`config.mk`:
```
export PLATFORM = sky130hd
export DESIGN_NAME = preemptive_priority_scheduler
export DESIGN_NICKNAME = d
export VERILOG_FILES = /design/src/hw/rtl/pps_pkg.sv /design/src/hw/rtl/preemptive_priority_scheduler.sv /design/src/hw/rtl/pps_free_find.sv
export SDC_FILE = /design/constraint.sdc
export NUM_CORES = 1
export LEC_CHECK = 0
export ABC_AREA = 1
export BUFFER_PORTS_ARGS = -buffer_cell sky130_fd_sc_hd__buf_2
export CAP_MARGIN = 20
export CELL_PAD_IN_SITES_DETAIL_PLACEMENT = 1
export CELL_PAD_IN_SITES_GLOBAL_PLACEMENT = 1
export CORE_ASPECT_RATIO = 0.5
export CORE_MARGIN = 10
export CORE_UTILIZATION = 35
export CTS_CLUSTER_SIZE = 10
export DETAILED_ROUTE_END_ITERATION = 7
export HOLD_SLACK_MARGIN = 0.03
export PLACE_DENSITY = 0.54
export SYNTH_ARGS = -nofsm -noshare
export SYNTH_HDL_FRONTEND = slang
export SYNTH_HIERARCHICAL = 1
export SYNTH_SLANG_ARGS = --single-unit
export TNS_END_PERCENT = 100
```
`constraint.sdc`:
```
create_clock -name i_clk -period 10.5 [get_ports i_clk]
set_input_delay 1.05 -clock i_clk [delete_from_list [all_inputs] [get_ports i_clk]]
set_output_delay 1.05 -clock i_clk [all_outputs]
set_load 0.005 [all_outputs]
```
`src/hw/rtl/pps_pkg.sv`:
```
package pps_pkg;

    localparam int PPS_DEPTH = 16;

    localparam int ID_W    = 16;
    localparam int BURST_W = 16;
    localparam int PRIO_W  = 8;
    localparam int WAIT_W  = 5;

    typedef struct packed {
        logic [ID_W-1:0]    id;
        logic [BURST_W-1:0] burst;
        logic [PRIO_W-1:0]  prio;
    } t_task;

endpackage

```
`src/hw/rtl/preemptive_priority_scheduler.sv`:
```
// Preemptive priority scheduler. Every input word is one arriving task and one
// time tick; every input word yields exactly one output word. A task with a
// nonzero burst is stored in a free slot, or dropped when the table is full;
// then the waiting task with the lowest priority value (earliest arrival on a
// tie) gets one unit of service and leaves the table when its burst runs out.
// An item passes through an accept step, a scan that reads every table entry
// once through the single read port of the task memory, and a finish step that
// writes the served entry back. A finished word can wait in the output
// register while the next task is accepted.
module preemptive_priority_scheduler
    import pps_pkg::*;
#(
    parameter int DEPTH = PPS_DEPTH
) (
    input  logic                i_clk,
    input  logic                i_rst_n,
    input  logic                i_valid,
    output logic                o_stall,
    input  logic [ID_W-1:0]     i_task_id,
    input  logic [BURST_W-1:0]  i_burst_units,
    input  logic [PRIO_W-1:0]   i_priority_level,
    output logic                o_valid,
    input  logic                i_stall,
    output logic                o_served_valid,
    output logic [ID_W-1:0]     o_served_id,
    output logic [BURST_W-1:0]  o_served_remaining,
    output logic                o_served_done,
    output logic                o_arrival_dropped,
    output logic [WAIT_W-1:0]   o_tasks_waiting
);

    localparam int AW = $clog2(DEPTH);
    localparam int CW = $clog2(DEPTH + 1);

    localparam logic [1:0] ST_IDLE   = 2'd0;
    localparam logic [1:0] ST_SCAN   = 2'd1;
    localparam logic [1:0] ST_FINISH = 2'd2;

    logic [1:0]         r_state;
    logic [1:0]         n_state;
    logic [CW-1:0]      r_scan;
    logic [CW-1:0]      r_count;
    logic [DEPTH-1:0]   r_slot_valid;
    logic               r_pvld;
    logic [AW-1:0]      r_pidx;
    logic               r_pend;
    logic [AW-1:0]      r_gone;
    logic               r_new_ok;
    logic [AW-1:0]      r_new_slot;
    logic               r_drop;

    logic               r_found;
    logic [AW-1:0]      r_bidx;
    t_task              r_best;
    logic [AW-1:0]      r_bage;

    logic               r_ov;
    logic               r_o_sv;
    logic [ID_W-1:0]    r_o_id;
    logic [BURST_W-1:0] r_o_rem;
    logic               r_o_done;
    logic               r_o_drop;
    logic [CW-1:0]      r_o_wait;

    t_task              task_mem [DEPTH];
    logic [AW-1:0]      age_mem  [DEPTH];
    t_task              r_task_rd;
    logic [AW-1:0]      r_age_rd;

    logic [AW-1:0]      free_idx;
    logic               full;
    logic               accept;
    logic               store;
    logic               finish_go;
    logic [AW-1:0]      rd_addr;
    logic               task_we;
    logic [AW-1:0]      task_waddr;
    t_task              task_wdata;
    logic               age_we;
    logic [AW-1:0]      age_waddr;
    logic [AW-1:0]      age_wdata;
    logic               ent_valid;
    logic               fix_age;
    logic [AW-1:0]      age_c;
    logic               better;
    logic [BURST_W-1:0] dec_burst;
    logic               done_now;
    logic [CW+WAIT_W-1:0] wait_ext;

    pps_free_find #(
        .DEPTH (DEPTH),
        .AW    (AW)
    ) u_free_find (
        .i_slot_valid (r_slot_valid),
        .o_free_idx   (free_idx),
        .o_full       (full)
    );

    assign o_stall   = (r_state != ST_IDLE);
    assign accept    = i_valid && (r_state == ST_IDLE);
    assign store     = accept && (i_burst_units != '0) && !full;
    assign finish_go = (r_state == ST_FINISH) && (!r_ov || !i_stall);
    assign rd_addr   = (r_scan < CW'(DEPTH)) ? r_scan[AW-1:0] : '0;

    assign ent_valid = r_pvld && r_slot_valid[r_pidx];
    assign fix_age   = ent_valid && r_pend && (r_age_rd > r_gone)
                       && !(r_new_ok && (r_pidx == r_new_slot));
    assign age_c     = fix_age ? (r_age_rd - AW'(1)) : r_age_rd;
    assign better    = ent_valid &&
                       (!r_found || (r_task_rd.prio < r_best.prio) ||
                        ((r_task_rd.prio == r_best.prio) && (age_c < r_bage)));
    assign dec_burst = r_best.burst - BURST_W'(1);
    assign done_now  = (dec_burst == '0);

    always_comb begin
        task_we    = 1'b0;
        task_waddr = free_idx;
        task_wdata = '{id: i_task_id, burst: i_burst_units, prio: i_priority_level};
        if (store) begin
            task_we = 1'b1;
        end else if (finish_go && r_found) begin
            task_we    = 1'b1;
            task_waddr = r_bidx;
            task_wdata = '{id: r_best.id, burst: dec_burst, prio: r_best.prio};
        end
    end

    always_comb begin
        age_we    = 1'b0;
        age_waddr = free_idx;
        age_wdata = r_count[AW-1:0];
        if (store) begin
            age_we = 1'b1;
        end else if (fix_age) begin
            age_we    = 1'b1;
            age_waddr = r_pidx;
            age_wdata = age_c;
        end
    end

    always_ff @(posedge i_clk) begin
        if (task_we) begin
            task_mem[task_waddr] <= task_wdata;
        end
        r_task_rd <= task_mem[rd_addr];
    end

    always_ff @(posedge i_clk) begin
        if (age_we) begin
            age_mem[age_waddr] <= age_wdata;
        end
        r_age_rd <= age_mem[rd_addr];
    end

    always_comb begin
        n_state = r_state;
        case (r_state)
            ST_IDLE: begin
                if (accept) begin
                    n_state = ST_SCAN;
                end
            end
            ST_SCAN: begin
                if (r_scan == CW'(DEPTH)) begin
                    n_state = ST_FINISH;
                end
            end
            ST_FINISH: begin
                if (finish_go) begin
                    n_state = ST_IDLE;
                end
            end
            default: begin
                n_state = ST_IDLE;
            end
        endcase
    end

    always_ff @(posedge i_clk) begin
        if (!i_rst_n) begin
            r_state      <= ST_IDLE;
            r_slot_valid <= '0;
            r_count      <= '0;
            r_pend       <= 1'b0;
            r_pvld       <= 1'b0;
            r_ov         <= 1'b0;
        end else begin
            r_state <= n_state;
            r_pvld  <= (r_state == ST_SCAN) && (r_scan < CW'(DEPTH));
            if (store) begin
                r_slot_valid[free_idx] <= 1'b1;
                r_count                <= r_count + CW'(1);
            end
            if (finish_go) begin
                r_pend <= r_found && done_now;
                if (r_found && done_now) begin
                    r_slot_valid[r_bidx] <= 1'b0;
                    r_count              <= r_count - CW'(1);
                end
            end
            if (finish_go) begin
                r_ov <= 1'b1;
            end else if (r_ov && !i_stall) begin
                r_ov <= 1'b0;
            end
        end
    end

    always_ff @(posedge i_clk) begin
        r_pidx <= rd_addr;
        if (accept) begin
            r_scan     <= '0;
            r_found    <= 1'b0;
            r_new_ok   <= store;
            r_new_slot <= free_idx;
            r_drop     <= (i_burst_units != '0) && full;
        end else if (r_state == ST_SCAN) begin
            r_scan <= r_scan + CW'(1);
        end
        if (better) begin
            r_found <= 1'b1;
            r_bidx  <= r_pidx;
            r_best  <= r_task_rd;
            r_bage  <= age_c;
        end
        if (finish_go) begin
            r_gone   <= r_bage;
            r_o_sv   <= r_found;
            r_o_id   <= r_found ? r_best.id : '0;
            r_o_rem  <= r_found ? dec_burst : '0;
            r_o_done <= r_found && done_now;
            r_o_drop <= r_drop;
            r_o_wait <= (r_found && done_now) ? (r_count - CW'(1)) : r_count;
        end
    end

    assign wait_ext = {{WAIT_W{1'b0}}, r_o_wait};

    assign o_valid            = r_ov;
    assign o_served_valid     = r_o_sv;
    assign o_served_id        = r_o_id;
    assign o_served_remaining = r_o_rem;
    assign o_served_done      = r_o_done;
    assign o_arrival_dropped  = r_o_drop;
    assign o_tasks_waiting    = wait_ext[WAIT_W-1:0];

endmodule

```
`src/hw/rtl/pps_free_find.sv`:
```
module pps_free_find
    import pps_pkg::*;
#(
    parameter int DEPTH = PPS_DEPTH,
    parameter int AW    = $clog2(PPS_DEPTH)
) (
    input  logic [DEPTH-1:0] i_slot_valid,
    output logic [AW-1:0]    o_free_idx,
    output logic             o_full
);

    always_comb begin
        o_free_idx = '0;
        for (int k = DEPTH - 1; k >= 0; k--) begin
            if (!i_slot_valid[k]) begin
                o_free_idx = AW'(k);
            end
        end
    end

    assign o_full = &i_slot_valid;

endmodule
```
==> metrics.txt <==
max-cap viol count=0; Core Area=98,410 um^2; Reg-to-Reg End=r_best[9]$_DFFE_PP_; GR Util All Layers=18.40%; final setup violation count=0; endpoint type of the worst setup path=register; post-synth top area share=68.82%; TritonCTS clock tree=yes; Hold Path Class=register to register; Max-slew headroom=27.78%; post-DR vias/cell=5.344; grt total ovfl=0; first-pass GRT wire length=roughly 160,000 um; most common cell in the synthesized netlist=edfxtp_1; fin crit share=just over 40%; Power Dens Cells=209.4 nW/um^2; CTS max path bufs=3; Post-CTS Hold Fix Bufs=0; DRT iter0 DRCs=1,737; fmax=0.2317 GHz; fin crit period=4.316 ns; Switching Fraction=27.58%; P_sw=~2.3 mW; post-DP HPWL=~60,000 um; Layout area overhead=14.38%; ys async rst share=0%; layout cell share with drive strength beyond 1=10.80%; std cell rows=81; Slew Limit Fails=0; final core occ=40.68%; DRC=0; Total Wirelength=106,700 um; Static Leak=13.41 nW; IO buf count=85; largest net degree at the start of global routing=200; Final Net Count=2,932; post-synthesis cell count=2,776; Post-synth top flop=edfxtp_1; combinational fraction of design power=a little over an eighth; crit-path max FO=42; H-Tree Depth=3; flops & latches, synth=882; GP Congestion=~0.80; WP data required=10.81 ns; RSZ-0062 raised after global routing=no; total CTS buffers=between 90 and 100; Int Pwr=6.070 mW; Reg power frac=roughly half; EDFF count, synth=about 800; Vias=~23,000; Hold Path Depth=0; min-delay src=r_task_rd[33]$_DFF_P_; Clock Sinks=about 880; Worst R2R Path Depth=18; synth unique cells=46; vias in the first global route=between 20,000 and 25,000; Top-Level Pins=86; Initial Utilization=between 30% and 40%; clk_lat worst skew=~0.70 ns; post-synth top area cell=edfxtp_1; Yosys warning count=6; CP Launch Type=register; Syn Nets=2,842; Setup TNS=0 ns; crit path kind=register to register; Die H=243.6 um; die area=113,800 um^2; clock root buffer=clkbuf_16; # Post-CTS Setup Buffers=0; status=finished clean; R2R setup slack=6.18 ns; Antenna Nets Post-Route=0; Worst Path Arrival=roughly 4.6 ns; ant diodes=0; Avg WL per Cell=24.96 um; Clock power frac=38.1%; Seq/Total Area, Yosys=73.39%; peak supply drop=0.1157 mV; clk slew on worst S/H paths=0.06 ns; Max Clock Skew=0.02811 ns; Initial DRT Pass Iterations=5; syn avg cell area=12.61 um^2; PostCTS Resize Cnt=0; Die W=467.2 um; slew of the pin with the lowest slew margin=1.073 ns; Synth area leaders=edfxtp_1, o21ai_0, nor2_1; Worst Hold End=r_best[33]$_DFFE_PP_; top cells by count, synth=edfxtp_1, nor2_1, o21ai_0; r2r startpoint=r_pidx[0]$_DFF_P_; final-report hold violation count=0; initial antenna violation count=1; Fillers=10,337; post-synthesis cell area=35,000 um^2
logic make-up (layout without fill, tap and decap cells):
group                      Yosys count  in the layout  synth area share (%)
buffers and inverters              315            484                 3.507
DFF                                882            882                 73.39
AOI/OAI and AO/OA                  706            706                 12.15
xor gates and xnor gates            17             17                0.4254
adders and majority gates           22             22                0.7865
and+or+nand+nor                    834            834                 9.739
flip-flops by register name, indices dropped and copies added, names as in the netlist, 2 cells and up:
name                count
r_pidx                  4
o_served_id            16
r_state                 2
r_new_slot              4
r_bage                  4
o_served_remaining     16
r_age_rd                4
o_tasks_waiting         5
r_slot_valid           16
r_gone                  4
r_task_rd              40
r_count                 5
age_mem                64
r_bidx                  4
r_scan                  5
task_mem              640
r_best                 40
area by class of cell:
class | count | area, um^2 | area share [%]
flip-flops and latches | 882 | 25680 | 64.16
clock inverters | 7 | 151.4 | 0.3782
clock buffers | 172 | 2730 | 6.820
inverters | 153 | 585.6 | 1.463
well taps | 1328 | 1662 | 4.151
repair buffers | 152 | 968.4 | 2.419
multi-input cells | 1579 | 8248 | 20.60
through the flow:
step | instances | power [mW] | cell area [um^2] | setup WS, ns | hold slack, ns
2_1_floorplan | 2776 | 4.816 | 35000 | 4.861 | 0.3855
5_1_grt | 4273 | 8.765 | 40030 | 5.656 | 0.4058
3_3_place_gp | 4089 | 5.248 | 37110 | 5.361 | 0.3874
4_1_cts | 4273 | 8.479 | 40030 | 6.065 | 0.4033
6_report | 4273 | 8.382 | 40030 | 6.184 | 0.4015
3_5_place_dp | 4094 | 5.273 | 37150 | 5.526 | 0.3902
worst max-delay path by stage:
stage | from | end | slack, ns | cells after the start
floorplan | i_stall | task_mem[8][0]$_DFFE_PP_ | 4.86 | 10
global placement | i_burst_units[4] | age_mem[14][0]$_DFFE_PP_ | 5.36 | 8
detailed placement | i_burst_units[12] | age_mem[14][1]$_DFFE_PP_ | 5.53 | 8
CTS | r_pidx[0]$_DFF_P_ | r_best[19]$_DFFE_PP_ | 6.07 | 18
global route | r_pidx[0]$_DFF_P_ | r_best[19]$_DFFE_PP_ | 5.66 | 18
finish | r_pidx[0]$_DFF_P_ | r_best[9]$_DFFE_PP_ | 6.18 | 18
cells in the final DEF (no fill, tap or decap), types with 13 or more instances in the layout:
cell       count
nor2_4        24
clkbuf_1      74
buf_4         60
inv_1        138
o221ai_1      88
xor2_1        13
edfxtp_1     802
nand3_1       75
ha_1          22
nor2_1       424
clkbuf_16     98
nand4_1       13
buf_2         87
o211ai_1      88
o22ai_1       89
a21oi_1       13
nand2_1      259
dfxtp_1       80
o21ai_0      402
metal layers:
layer / track usage, % / vias up / share of wire [%]
met5: 0 / - / 0
met3: 3.093 / 152 / 4.0
met2: 28.18 / 480 / 44
met4: 4.751 / 0 / 2.3
li1: - / 10365 / -
met1: 26.92 / 11836 / 49
worst max-delay path, stage by stage, from the launching register on:
cell and delay, ns:
dfxtp_1 0.62, inv_2 0.18, nand2_1 0.09, nand3_1 0.08
nand3_1 0.10, nand3_1 0.12, nand2_1 0.13, nand3_2 0.13
inv_2 0.12, nand4_1 0.10, xor2_1 0.25, inv_1 0.09
ha_1 0.29, a2111oi_0 0.43, nand2_1 0.10, nand2_1 0.07
nand2_1 0.09, inv_2 0.17, buf_4 0.71
power by group through the flow:
stage	clock, mW	sequential (mW)	combinational [mW]
floorplan	0	4.10	0.715
global placement	0	4.13	1.12
detailed placement	0	4.13	1.15
CTS	3.27	4.06	1.15
global route	3.43	4.07	1.27
finish	3.19	4.05	1.13
Note: power is estimated with default switching activity, not from simulation.
